===== src/rtl/kernel_weighted_cdf_estimate_macros.svh =====
// Assertion macros for the kernel-weighted CDF estimator.
// Included by the top level; no other dependencies.
`ifndef KERNEL_WEIGHTED_CDF_ESTIMATE_MACROS_SVH
`define KERNEL_WEIGHTED_CDF_ESTIMATE_MACROS_SVH

// Check that a condition holds at every clock edge out of reset
`define KWCE_ASSERT_ALWAYS(label, clk, rstn, cond) \
    label: assert property (@(posedge clk) disable iff (!(rstn)) (cond)) \
        else $error("kwce assertion failed");

// Check that a trigger implies a condition in the same cycle
`define KWCE_ASSERT_IMP(label, clk, rstn, trig, cond) \
    label: assert property (@(posedge clk) disable iff (!(rstn)) (trig) |-> (cond)) \
        else $error("kwce assertion failed");

// Check that a trigger implies a condition in the next cycle
`define KWCE_ASSERT_NEXT(label, clk, rstn, trig, cond) \
    label: assert property (@(posedge clk) disable iff (!(rstn)) (trig) |=> (cond)) \
        else $error("kwce assertion failed");

`endif


===== src/rtl/kwce_pkg.sv =====
// Shared types and constants for the kernel-weighted CDF estimator.
// No dependencies; imported by every module of the block.
package kwce_pkg;

    // Accumulator width and saturation limit
    localparam int SUM_W = 30;
    localparam logic [SUM_W-1:0] SUM_MAX = {SUM_W{1'b1}};

    // Output ratio is Q1.16
    localparam int CDF_FRAC = 16;
    localparam int CDF_W    = CDF_FRAC + 1;

    // Kernel codes
    localparam logic [2:0] KSEL_TRI   = 3'd2;
    localparam logic [2:0] KSEL_EPA   = 3'd3;
    localparam logic [2:0] KSEL_BIW   = 3'd4;
    localparam logic [2:0] KSEL_TRW   = 3'd5;
    localparam logic [2:0] KSEL_RESET = KSEL_TRI;

    // Configuration register indexes
    localparam int CFG_IDX_W = 2;
    localparam logic [CFG_IDX_W-1:0] CFG_IDX_QUERY  = 2'd0;
    localparam logic [CFG_IDX_W-1:0] CFG_IDX_KERNEL = 2'd1;

    // Multiplier step selection for the polynomial unit
    typedef enum logic [1:0] {
        POLY_NONE = 2'd0,
        POLY_SQ   = 2'd1,
        POLY_S2   = 2'd2,
        POLY_S3   = 2'd3
    } poly_op_t;

    typedef struct packed {
        logic     load_t;
        poly_op_t op;
    } poly_ctrl_t;

    typedef struct packed {
        logic start;
        logic ratio;
    } div_ctrl_t;

endpackage


===== src/rtl/kwce_div.sv =====
// Shared radix-2 restoring divider, one quotient bit per cycle.
// Depends on kwce_pkg for the control struct and ratio step count.
module kwce_div #(
    parameter int FRAC_BITS = 16,
    parameter int QW        = 17
) (
    input  logic               aclk,
    input  logic               aresetn,
    input  kwce_pkg::div_ctrl_t ctrl,
    input  logic [31:0]        dividend,
    input  logic [31:0]        divisor,
    output logic               done,
    output logic [QW-1:0]      quotient
);
    import kwce_pkg::*;

    localparam int CW = $clog2(QW);
    localparam logic [CW-1:0] T_LAST = CW'(FRAC_BITS);
    localparam logic [CW-1:0] R_LAST = CW'(CDF_FRAC);

    logic [32:0]   rem_reg, rem_next;
    logic [31:0]   dsr_reg;
    logic [QW-1:0] quo_reg, quo_next;
    logic [CW-1:0] cnt_reg;
    logic          busy_reg, first_reg, done_reg;
    logic [32:0]   shifted;
    logic          fits;

    // One trial subtraction; the first step takes the dividend unshifted
    always_comb begin
        shifted  = first_reg ? rem_reg : {rem_reg[31:0], 1'b0};
        fits     = shifted >= {1'b0, dsr_reg};
        rem_next = fits ? shifted - {1'b0, dsr_reg} : shifted;
        quo_next = {quo_reg[QW-2:0], fits};
    end

    // Control: step counter, busy and done pulse
    always_ff @(posedge aclk) begin
        if (!aresetn) begin
            busy_reg  <= 1'b0;
            done_reg  <= 1'b0;
            first_reg <= 1'b0;
            cnt_reg   <= '0;
        end else begin
            done_reg <= busy_reg && (cnt_reg == '0);
            if (ctrl.start) begin
                busy_reg  <= 1'b1;
                first_reg <= 1'b1;
                cnt_reg   <= ctrl.ratio ? R_LAST : T_LAST;
            end else if (busy_reg) begin
                first_reg <= 1'b0;
                if (cnt_reg == '0) begin
                    busy_reg <= 1'b0;
                end else begin
                    cnt_reg <= cnt_reg - 1'b1;
                end
            end
        end
    end

    // Datapath: remainder, divisor and quotient
    always_ff @(posedge aclk) begin
        if (ctrl.start) begin
            rem_reg <= {1'b0, dividend};
            dsr_reg <= divisor;
            quo_reg <= '0;
        end else if (busy_reg) begin
            rem_reg <= rem_next;
            quo_reg <= quo_next;
        end
    end

    assign done     = done_reg;
    assign quotient = quo_reg;

endmodule


===== src/rtl/kwce_poly.sv =====
// Kernel polynomial unit: one shared multiplier forms t*t, s*s and s2*s
// in turn, and the weight is selected from the stored terms.
// Depends on kwce_pkg for kernel codes and the control struct.
module kwce_poly #(
    parameter int FRAC_BITS = 16
) (
    input  logic                  aclk,
    input  kwce_pkg::poly_ctrl_t  ctrl,
    input  logic [FRAC_BITS:0]    t_in,
    input  logic [2:0]            ksel,
    output logic [FRAC_BITS+1:0]  weight
);
    import kwce_pkg::*;

    localparam int F  = FRAC_BITS;
    localparam int VW = F + 1;
    localparam int WW = F + 2;
    localparam logic [VW-1:0] ONE = VW'(1) << F;

    logic [VW-1:0]   t_reg, s_reg, s2_reg, s3_reg;
    logic [VW-1:0]   op_a, op_b;
    logic [2*VW-1:0] prod;
    logic [VW-1:0]   prod_hi;

    // Pick the operands of the shared multiplier
    always_comb begin
        unique case (ctrl.op)
            POLY_SQ: begin
                op_a = t_reg;
                op_b = t_reg;
            end
            POLY_S2: begin
                op_a = s_reg;
                op_b = s_reg;
            end
            POLY_S3: begin
                op_a = s2_reg;
                op_b = s_reg;
            end
            default: begin
                op_a = '0;
                op_b = '0;
            end
        endcase
        prod    = op_a * op_b;
        prod_hi = prod[2*F:F];
    end

    // Hold the terms of the polynomial
    always_ff @(posedge aclk) begin
        if (ctrl.load_t) begin
            t_reg <= t_in;
        end
        unique case (ctrl.op)
            POLY_SQ: s_reg  <= ONE - prod_hi;
            POLY_S2: s2_reg <= prod_hi;
            POLY_S3: s3_reg <= prod_hi;
            default: ;
        endcase
    end

    // Constant scaling by shift and add
    logic [WW-1:0]  w_tri;
    logic [F+2:0]   m_epa;
    logic [F+4:0]   m_biw;
    logic [F+6:0]   m_trw;

    always_comb begin
        w_tri = {ONE - t_reg, 1'b0};
        m_epa = {2'b00, s_reg} + {1'b0, s_reg, 1'b0};
        m_biw = {s2_reg, 4'b0000} - {4'b0000, s2_reg};
        m_trw = {1'b0, s3_reg, 5'b00000} + {5'b00000, s3_reg, 1'b0}
              + {6'b000000, s3_reg};
        case (ksel)
            KSEL_TRI: weight = w_tri;
            KSEL_EPA: weight = m_epa[F+2:1];
            KSEL_BIW: weight = m_biw[F+4:3];
            KSEL_TRW: weight = m_trw[F+5:4];
            default:  weight = '0;
        endcase
    end

endmodule


===== src/rtl/kernel_weighted_cdf_estimate.sv =====
// Top level of the kernel-weighted CDF estimator: sequencer, accumulators,
// configuration registers and stream ports. Uses kwce_pkg, kwce_div,
// kwce_poly and the assertion macros header.

// Each input item is one sample (distance, bandwidth, response, last flag).
// The block forms t = distance/bandwidth in the shared radix-2 divider, runs
// three products through one shared multiplier for the kernel polynomial, and
// adds the weight into saturating total and hit sums. A nonzero-weight item
// passes the divider at one quotient bit a cycle, the three multiplier steps
// and the accumulate step; a zero-weight item (zero bandwidth, distance above
// bandwidth, unknown kernel code) goes straight to the accumulate step. A last
// item then forms the hits/total ratio on the same divider unless the total is
// zero, then waits for the result register to be free. s_tready is low while
// an item is at work; a finished result may wait in the output register meanwhile.
// Configuration writes are taken at any time and must only be made idle.
module kernel_weighted_cdf_estimate #(
    parameter int FRAC_BITS = 16
) (
    input  logic        aclk,
    input  logic        aresetn,
    // Input item stream
    input  logic        s_tvalid,
    output logic        s_tready,
    input  logic [95:0] s_tdata,   // [31:0] distance, [63:32] bandwidth, [95:64] response
    input  logic        s_tlast,   // last_sample
    // Result stream
    output logic        m_tvalid,
    input  logic        m_tready,
    output logic [23:0] m_tdata,   // [16:0] cdf_value, [23:17] zero
    output logic        m_tuser,   // no_weight
    // Configuration write channel
    input  logic        cfg_valid,
    output logic        cfg_ready,
    input  logic [kwce_pkg::CFG_IDX_W-1:0] cfg_index,
    input  logic [31:0] cfg_data
);
    import kwce_pkg::*;

    `include "kernel_weighted_cdf_estimate_macros.svh"

    localparam int F  = FRAC_BITS;
    localparam int WW = F + 2;
    localparam int QW = (F + 1 > CDF_W) ? F + 1 : CDF_W;

    typedef enum logic [8:0] {
        S_IDLE   = 9'b000000001,
        S_TDIV   = 9'b000000010,
        S_MSQ    = 9'b000000100,
        S_MS2    = 9'b000001000,
        S_MS3    = 9'b000010000,
        S_ACC    = 9'b000100000,
        S_RSTART = 9'b001000000,
        S_RDIV   = 9'b010000000,
        S_EMIT   = 9'b100000000
    } state_t;

    state_t state_reg, state_next;

    logic [31:0]      query_reg;
    logic [2:0]       ksel_reg;
    logic [SUM_W-1:0] hits_reg, total_reg;
    logic [SUM_W-1:0] hits_next, total_next;
    logic             hit_reg, last_reg, wz_reg;
    logic [CDF_W-1:0] cdf_reg;
    logic             nw_reg;
    logic             m_tvalid_reg;
    logic [CDF_W-1:0] m_cdf_reg;
    logic             m_nw_reg;

    logic [31:0] in_dist, in_bw, in_resp;
    logic        in_accept, kcode_ok, w_ok, out_free;

    div_ctrl_t   dctl;
    logic [31:0] div_a, div_b;
    logic        div_done;
    logic [QW-1:0] div_q;

    poly_ctrl_t    pctl;
    logic [WW-1:0] weight;
    logic [WW-1:0] w_eff;
    logic [SUM_W:0] tot_sum, hit_sum;

    // Unpack the input item
    assign in_dist   = s_tdata[31:0];
    assign in_bw     = s_tdata[63:32];
    assign in_resp   = s_tdata[95:64];
    assign s_tready  = (state_reg == S_IDLE);
    assign in_accept = s_tvalid && s_tready;
    assign out_free  = !m_tvalid_reg || m_tready;

    // Decide up front whether the sample can carry any weight
    always_comb begin
        case (ksel_reg) inside
            KSEL_TRI, KSEL_EPA, KSEL_BIW, KSEL_TRW: kcode_ok = 1'b1;
            default:                                kcode_ok = 1'b0;
        endcase
        w_ok = kcode_ok && (in_bw != '0) && (in_dist <= in_bw);
    end

    // Configuration registers
    assign cfg_ready = 1'b1;
    always_ff @(posedge aclk) begin
        if (!aresetn) begin
            query_reg <= '0;
            ksel_reg  <= KSEL_RESET;
        end else if (cfg_valid) begin
            unique case (cfg_index)
                CFG_IDX_QUERY:  query_reg <= cfg_data;
                CFG_IDX_KERNEL: ksel_reg  <= cfg_data[2:0];
                default: ;
            endcase
        end
    end

    // Shared divider: t on accepting a weighted item, hits/total at the end of a set
    always_comb begin
        dctl.start = (in_accept && w_ok) || (state_reg == S_RSTART);
        dctl.ratio = (state_reg == S_RSTART);
        if (state_reg == S_RSTART) begin
            div_a = {{(32-SUM_W){1'b0}}, hits_reg};
            div_b = {{(32-SUM_W){1'b0}}, total_reg};
        end else begin
            div_a = in_dist;
            div_b = in_bw;
        end
    end

    kwce_div #(
        .FRAC_BITS (F),
        .QW        (QW)
    ) u_div (
        .aclk     (aclk),
        .aresetn  (aresetn),
        .ctrl     (dctl),
        .dividend (div_a),
        .divisor  (div_b),
        .done     (div_done),
        .quotient (div_q)
    );

    // Polynomial unit steps follow the sequencer
    always_comb begin
        pctl.load_t = (state_reg == S_TDIV) && div_done;
        unique case (state_reg)
            S_MSQ:   pctl.op = POLY_SQ;
            S_MS2:   pctl.op = POLY_S2;
            S_MS3:   pctl.op = POLY_S3;
            default: pctl.op = POLY_NONE;
        endcase
    end

    kwce_poly #(
        .FRAC_BITS (F)
    ) u_poly (
        .aclk   (aclk),
        .ctrl   (pctl),
        .t_in   (div_q[F:0]),
        .ksel   (ksel_reg),
        .weight (weight)
    );

    // Saturating accumulation of the weight
    always_comb begin
        w_eff      = wz_reg ? '0 : weight;
        tot_sum    = {1'b0, total_reg} + (SUM_W+1)'(w_eff);
        hit_sum    = {1'b0, hits_reg} + (SUM_W+1)'(w_eff);
        total_next = tot_sum[SUM_W] ? SUM_MAX : tot_sum[SUM_W-1:0];
        if (hit_reg) begin
            hits_next = hit_sum[SUM_W] ? SUM_MAX : hit_sum[SUM_W-1:0];
        end else begin
            hits_next = hits_reg;
        end
    end

    // Sequencer
    always_comb begin
        state_next = state_reg;
        unique case (state_reg)
            S_IDLE: begin
                if (in_accept) begin
                    state_next = w_ok ? S_TDIV : S_ACC;
                end
            end
            S_TDIV: begin
                if (div_done) begin
                    state_next = S_MSQ;
                end
            end
            S_MSQ: state_next = S_MS2;
            S_MS2: state_next = S_MS3;
            S_MS3: state_next = S_ACC;
            S_ACC: begin
                if (!last_reg) begin
                    state_next = S_IDLE;
                end else if (total_next == '0) begin
                    state_next = S_EMIT;
                end else begin
                    state_next = S_RSTART;
                end
            end
            S_RSTART: state_next = S_RDIV;
            S_RDIV: begin
                if (div_done) begin
                    state_next = S_EMIT;
                end
            end
            S_EMIT: begin
                if (out_free) begin
                    state_next = S_IDLE;
                end
            end
            default: state_next = S_IDLE;
        endcase
    end

    always_ff @(posedge aclk) begin
        if (!aresetn) begin
            state_reg <= S_IDLE;
        end else begin
            state_reg <= state_next;
        end
    end

    // Latch the per-item flags
    always_ff @(posedge aclk) begin
        if (in_accept) begin
            hit_reg  <= $signed(in_resp) <= $signed(query_reg);
            last_reg <= s_tlast;
            wz_reg   <= !w_ok;
        end
    end

    // Accumulators: add in ACC, clear once the result is handed on
    always_ff @(posedge aclk) begin
        if (!aresetn) begin
            hits_reg  <= '0;
            total_reg <= '0;
        end else if (state_reg == S_ACC) begin
            hits_reg  <= hits_next;
            total_reg <= total_next;
        end else if ((state_reg == S_EMIT) && out_free) begin
            hits_reg  <= '0;
            total_reg <= '0;
        end
    end

    // Hold the ratio until the output register is free
    always_ff @(posedge aclk) begin
        if ((state_reg == S_ACC) && (total_next == '0)) begin
            cdf_reg <= '0;
            nw_reg  <= 1'b1;
        end else if ((state_reg == S_RDIV) && div_done) begin
            cdf_reg <= div_q[CDF_W-1:0];
            nw_reg  <= 1'b0;
        end
    end

    // Output register
    always_ff @(posedge aclk) begin
        if (!aresetn) begin
            m_tvalid_reg <= 1'b0;
        end else if ((state_reg == S_EMIT) && out_free) begin
            m_tvalid_reg <= 1'b1;
        end else if (m_tready) begin
            m_tvalid_reg <= 1'b0;
        end
    end

    always_ff @(posedge aclk) begin
        if ((state_reg == S_EMIT) && out_free) begin
            m_cdf_reg <= cdf_reg;
            m_nw_reg  <= nw_reg;
        end
    end

    assign m_tvalid = m_tvalid_reg;
    assign m_tdata  = {{(24-CDF_W){1'b0}}, m_cdf_reg};
    assign m_tuser  = m_nw_reg;

    // Checks
    `KWCE_ASSERT_ALWAYS(a_hits_le_total, aclk, aresetn, hits_reg <= total_reg)
    `KWCE_ASSERT_IMP(a_div_done_in_div, aclk, aresetn, div_done,
        (state_reg == S_TDIV) || (state_reg == S_RDIV))
    `KWCE_ASSERT_IMP(a_no_weight_zero, aclk, aresetn, m_tvalid_reg && m_nw_reg,
        m_cdf_reg == '0)
    `KWCE_ASSERT_NEXT(a_sums_cleared, aclk, aresetn, (state_reg == S_EMIT) && out_free,
        (total_reg == '0) && (hits_reg == '0))

endmodule


===== config.mk =====
export PLATFORM = sky130hd
export DESIGN_NAME = kernel_weighted_cdf_estimate
export DESIGN_NICKNAME = d
export VERILOG_FILES = /design/src/rtl/kwce_pkg.sv /design/src/rtl/kwce_div.sv /design/src/rtl/kwce_poly.sv /design/src/rtl/kernel_weighted_cdf_estimate.sv
export VERILOG_INCLUDE_DIRS = /design/src /design/src/rtl
export SDC_FILE = /design/constraint.sdc
export NUM_CORES = 2
export LEC_CHECK = 0
export ABC_AREA = 0
export BUFFER_PORTS_ARGS = -buffer_cell sky130_fd_sc_hd__buf_2
export CORE_ASPECT_RATIO = 1.25
export CORE_MARGIN = 1.5
export CORE_UTILIZATION = 30
export DETAILED_ROUTE_END_ITERATION = 10
export GPL_ROUTABILITY_DRIVEN = 0
export PLACE_DENSITY = 0.54
export SLEW_MARGIN = 20
export SYNTH_ARGS = -nofsm -noshare
export SYNTH_HDL_FRONTEND = slang
export SYNTH_SLANG_ARGS = --single-unit

===== constraint.sdc =====
create_clock -name aclk -period 11.5 [get_ports aclk]
set_input_delay 0.575 -clock aclk [delete_from_list [all_inputs] [get_ports aclk]]
set_output_delay 0.575 -clock aclk [all_outputs]
set_load 0.01 [all_outputs]

# After elaboration in Yosys (flattened, before gate mapping)
# Index checks and enable logic that the tools add are counted.
[totals]
memories = 0
reg_bits = 302
latch_bits = 0
output_inout_bits = 28
rom_bits = 0
mem_bits_rw = 0
[classes]
bitwise_logic = 2
add_sub_neg = 10
shifts = 0
n_mul = 1
n_mux = 36
order_cmp = 3
eq_ne = 23
n_reduce_logical = 29
div_mod_pow = 0
[op_table]
columns = ["operator", "count"]
rows = [
  ["2-to-1 mux 30 bit", 7],
  ["2-to-1 mux 32 bit", 3],
  ["one-hot mux 9 bit (9 select lines)", 1],
  ["one-hot mux 18 bit (4 select lines)", 1],
  ["2-to-1 mux 33 bit", 2],
  ["less-or-equal comparator 32 bit", 2],
  ["adder 30 x 18 -> 31 bit", 2],
  ["2-to-1 mux 9 bit", 6],
  ["one-hot mux 17 bit (3 select lines)", 1],
  ["one-hot mux 17 bit (2 select lines)", 1],
  ["subtractor 17 bit, first input constant", 2],
  ["greater-or-equal comparator 33 x 32 -> 1 bit", 1],
  ["multiplier 17 x 17 -> 33 bit", 1],
  ["subtractor 33 x 32 -> 33 bit", 1],
  ["nonzero test 32 bit", 1],
  ["logical NOT 30 bit", 1],
  ["adder 22 x 17 -> 22 bit", 1],
  ["adder 22 x 18 -> 22 bit", 1],
  ["subtractor 21 x 17 -> 21 bit", 1],
  ["adder 17 x 18 -> 19 bit", 1],
  ["2-to-1 mux 18 bit", 1],
  ["2-to-1 mux 5 bit", 3],
  ["AND reduction 2 bit", 5],
  ["== test 9 x 1 -> 1 bit, second input constant", 1],
  ["other kinds (28)", 57],
]

# Longest topological paths before layout
[depth]
depth_word = 10
depth_mapped = 38
mapped_depth_nobuf = 35

# Modules after synthesis
# Synthesis repeated with hierarchy kept, for this count alone.
[hier_totals]
hier_cells = 3875
hier_area_um2 = 33281.9
[by_module_without_submodules]
columns = ["module", "area_per_inst_um2", "seq_area_each_um2", "instances", "cells_each"]
rows = [
  ["kwce_poly", 15130.8, 2042.0, 1, 1670],
  ["kernel_weighted_cdf_estimate", 12109.1, 3093.0, 1, 1572],
  ["kwce_div", 6042.0, 2442.3, 1, 633],
]

# Worst setup path after synthesis
# OpenSTA, ideal clock, no wires.
[synth_timing]
kind = "reg-to-reg"
from = "register state_reg[1]"
to = "register u_poly.s_reg[14] (data pin)"
arrival_ns = 9.571
setup_time_ns = 0.259
n_path_buf = 4
stages_incl_launch_ff = 36
period_less_slack_ns = 9.830
slack_ns = 1.670
t_required_ns = 11.241
path_cell_list = "dfxtp_1 -> nor2_1 -> nor4b_1 -> nand2_1 -> nor3b_1 -> clkbuf_1 -> clkbuf_1 -> a22oi_1 -> nand2_1 -> clkbuf_1 -> nand2_1 -> fa_1 -> fa_1 -> fa_1 -> fa_1 -> inv_1 -> fa_1 -> inv_1 -> fa_1 -> inv_1 -> ha_1 -> and4_4 -> and3_4 -> a211o_4 -> a21boi_0 -> o21bai_1 -> xor2_1 -> inv_1 -> ha_1 -> nand2_1 -> or3_4 -> or4_1 -> buf_2 -> or4_1 -> a31oi_1 -> o21ai_1"
[synth_via]
elab_chain_cells = 7
elab_cells_between_ends = 12
classes_between = "add/sub (1); mul (1); eq/ne (6); mux (3); reduce/logical (1)"
[synth_lines]
columns = ["item", "line", "text"]
rows = [
  ["from (decl)", "kernel_weighted_cdf_estimate.sv:57", "state_t state_reg, state_next;"],
  ["from (signal assigned)", "kernel_weighted_cdf_estimate.sv:220", "state_reg <= state_next;"],
  ["== test 9 x 5 -> 1 bit (tied with other cells)", "kernel_weighted_cdf_estimate.sv:144", "unique case (state_reg)"],
  ["one-hot mux 2 bit (3 select lines) (*)", "kernel_weighted_cdf_estimate.sv:144", ""],
  ["== test 2 bit", "kwce_poly.sv:27", "unique case (ctrl.op)"],
  ["OR reduction 2 bit (no line)", "-", ""],
  ["one-hot mux 17 bit (2 select lines)", "kwce_poly.sv:27", ""],
  ["multiplier 17 x 17 -> 33 bit (*)", "kwce_poly.sv:45", "prod = op_a * op_b;"],
  ["via u_poly.prod[17]", "kwce_poly.sv:22", "logic [2*VW-1:0] prod;"],
  ["subtractor 17 bit (*)", "kwce_poly.sv:55", "POLY_SQ: s_reg <= ONE - prod_hi;"],
  ["to (signal assigned)", "kwce_poly.sv:55", ""],
  ["to (decl)", "kwce_poly.sv:20", "logic [VW-1:0] t_reg, s_reg, s2_reg, s3_reg;"],
]
# Mark *: on every way through the listed nets, which the timed path passes. The rest lies on a longest branch.
# A chain may end at the register's enable or synchronous reset.

# Final worst setup path
[layout_timing]
from = "register state_reg[0]"
to = "register u_poly.s_reg[14] (data pin)"
# Same word-level chain as after synthesis.

==> key figures <==
CTS
  • Clock Latency Late Sink: 540 ps
  • Clock sinks: 302
  • Post-CTS sizing: 0
  • Hold_buf cts: 0
  • CTS tree: built
  • Post-CTS Setup Bufs: 0
  • Maximum root-to-sink buffer count: 3
  • Htree depth: 2
  • CTS clk-pin slew, worst paths: 60 ps
  • Root buffer cell: clkbuf_16
  • Number of buffers created by CTS: 36

Routing
  • Via Count: 25586
  • # DRC: 0
  • First DRT Iteration DRCs: 1815
  • DRT Pass-1 Iters: 6
  • Drt total wl: 93600 um
  • Vias/cell: 5.11
  • Routed wire per std cell: 18.7 um
  • DRT antenna net count: 0

Synthesis
  • Syn avg cell area: 8.44 um^2
  • Sequential fraction of the synthesis area: 25.0%
  • Cell Area, Synth: 0.0304 mm^2
  • Synth warnings: 0
  • Synth top area share: 15.6%
  • Top-count cell post-synth: nand2_1
  • Number of synthesized flops with an enable pin: 153
  • Post-synthesis async set-or-reset flop share: 0%
  • Synth unique cells: 92
  • Synthesized flop and latch total: 302
  • Top cells by area, synth: fa_1 (16%), edfxtp_1 (15%), ha_1 (12%)
  • Top FF cell, synth: edfxtp_1
  • Mapped Cells: 3598
  • Top cells by instance count after synthesis: nand2_1 (540), inv_1 (433), nor2_1 (309), ha_1 (288), fa_1 (237)
  • Synth area leader: fa_1

Worst setup path
  • CP peak stage delay: 790 ps
  • Crit path max-delay family: simple AND/OR/NAND/NOR gates
  • Largest fanout on the critical path: 17
  • Crit path kind: reg -> reg
  • CP required: 11790 ps
  • Top cell by count, worst path: fa_1
  • Startpoint Class: register
  • CP max-delay cell: and3_1
  • Critical path buffers and inverters: 4
  • CP Capture Type: register
  • CP arrival: 10420 ps

Power and ir drop
  • Int Pwr: 0.00231 W
  • Leak Pwr: 14.8 nW
  • Switching Fraction: 32.7%
  • Pwr/cell area: 102 mW/mm^2
  • Psw: 0.00112 W
  • Clock share of power: 31.8%
  • Peak supply drop: 0.0908 mV
  • Share of power burned in registers: 37.3%
  • Comb pwr share: 30.9%

Timing
  • Fin Hold WS: 262 ps
  • Fmax achieved: 0.0988 GHz
  • Setup TNS: 0 ps
  • Final Hold Viols: 0
  • Clock period minus worst slack: 10120 ps
  • Fin crit share: 88.0%
  • Worst-margin pin slew: 1170 ps
  • Slew HR: 22.2%
  • RSZ-0062 raised after global routing: false
  • Worst Skew: 23.5 ps
  • Final Setup Violations: 0
  • Pins Over Slew Limit: 0

Final layout
  • Area Overhead vs Synth: 10.5%
  • Util after Layout: 33.4%
  • Share of cells above drive strength 1: 8.65%
  • Fillcell total: 10530
  • Fin nets: 4322
  • Final non-filler cell total: 5009
  • Max FFs per register: 33

GRT
  • First-pass GRT wire length: 145000 um
  • Total Routing Usage GR: 18.0%
  • Total gr overflow: 0
  • Number of global-route vias before repair: 25306
  • Initial antenna violation count: 2
  • Largest net degree at the start of global routing: 71

Floorplanning
  • Starting Density: 30.3%
  • Die width: 288 um
  • Full die area: 0.103 mm^2
  • # IOs: 164
  • # rows: 130
  • Core area: 0.100 mm^2
  • Die H: 359 um

Job
  • Max-Cap Viols: 0

Placed design
  • # placed instances: 4943
  • I/O Buffers: 155
  • Detail Placement HPWL: 75600 um

Outcome
  • Status: finished clean

Min path
  • Worst Hold Class: in -> reg
logic make-up after synthesis:
kind of cell	after synthesis	synth area share (%)
other	2	0.0247
AO/OA/AOI/OAI	740	15.7
multiplexers	57	2.00
XOR/XNOR	138	3.98
buffers and inverters	602	7.57
flip-flops	302	25.0
AND/OR/NAND/NOR	1232	18.3
adder cells (fa/ha/maj)	525	27.5
routing by layer:
metal / share of wire [%] / global-route usage, % / routed length, um
met1: 42 / 22.5 / 39500
met2: 50 / 32.2 / 46500
met3: 4.6 / 1.57 / 4310
met4: 3.4 / 5.92 / 3230
met5: 0.0096 / 0 / 9
placed cells by master, fill, tap and decap left out, drive strengths merged, types with 24 or more instances in the layout:
master  Yosys  routed
buf        20     186
nand3      49      49
clkbuf    147      50
fa        237     237
nand4      31      31
and3       28      28
a31oi      28      28
nor2b      28      28
ha        288     288
and2       45      45
nor4       24      24
dfxtp     149     149
inv       434     436
a21o       88      88
nand2     540     540
xnor2      86      86
xor2       52      52
nor2      309     309
nor3       84      84
mux2i      27      27
a22oi      26      26
o21ai     174     174
mux2       30      30
edfxtp    153     153
a211oi     26      26
a21oi     219     219
power by group through the flow:
stage / Clock (W) / Sequential [W] / Combinational, W
after floorplan: 0 / 0.00129 / 0.000805
after global placement: 0 / 0.00130 / 0.00105
after detailed placement: 0 / 0.00131 / 0.00105
after CTS: 0.00113 / 0.00128 / 0.00106
after global routing: 0.00116 / 0.00129 / 0.00119
final: 0.00109 / 0.00128 / 0.00106
final cells by class:
class | instances | area (um^2) | share of cell area (%)
Sequential cell | 302 | 7580 | 22.6
Tap cell | 1320 | 1650 | 4.92
Inverter | 435 | 1630 | 4.87
Clock inverter | 15 | 95.1 | 0.283
Timing Repair Buffer | 186 | 1010 | 3.01
Clock buffer | 50 | 1020 | 3.05
Multi-Input combinational cell | 2700 | 20600 | 61.3
Antenna cell | 1 | 2.50 | 0.00746
worst register-to-register path, delay by kind of cell, from the launching register on:
kind,cells,cell delay (ps)
buf+inv,4,240
simple gates,13,4250
compound gates,5,1230
fa+ha+maj,8,3600
flops,1,330
xor+xnor,1,210
path summary, 6_finish.rpt:
path / from / to / slack (ps) / cells past startpoint
max: state_reg[0] / u_poly.s_reg[14] / 1380 / 31
min: s_tlast / last_reg / 260 / 1
max reg2reg: state_reg[0] / u_poly.s_reg[14] / 1380 / 31
min reg2reg: cdf_reg[7] / m_cdf_reg[7] / 430 / 0
stage by stage:
step           total power [W]  area [um^2]  setup WS, ps
5_1_grt                0.00364        33500           821
6_report               0.00344        33500          1380
4_1_cts                0.00347        33500          1400
3_5_place_dp           0.00236        32400          1420
3_3_place_gp           0.00235        32400          1620
2_1_floorplan          0.00209        30400          1670
Note: power is estimated with default switching activity, not from simulation.
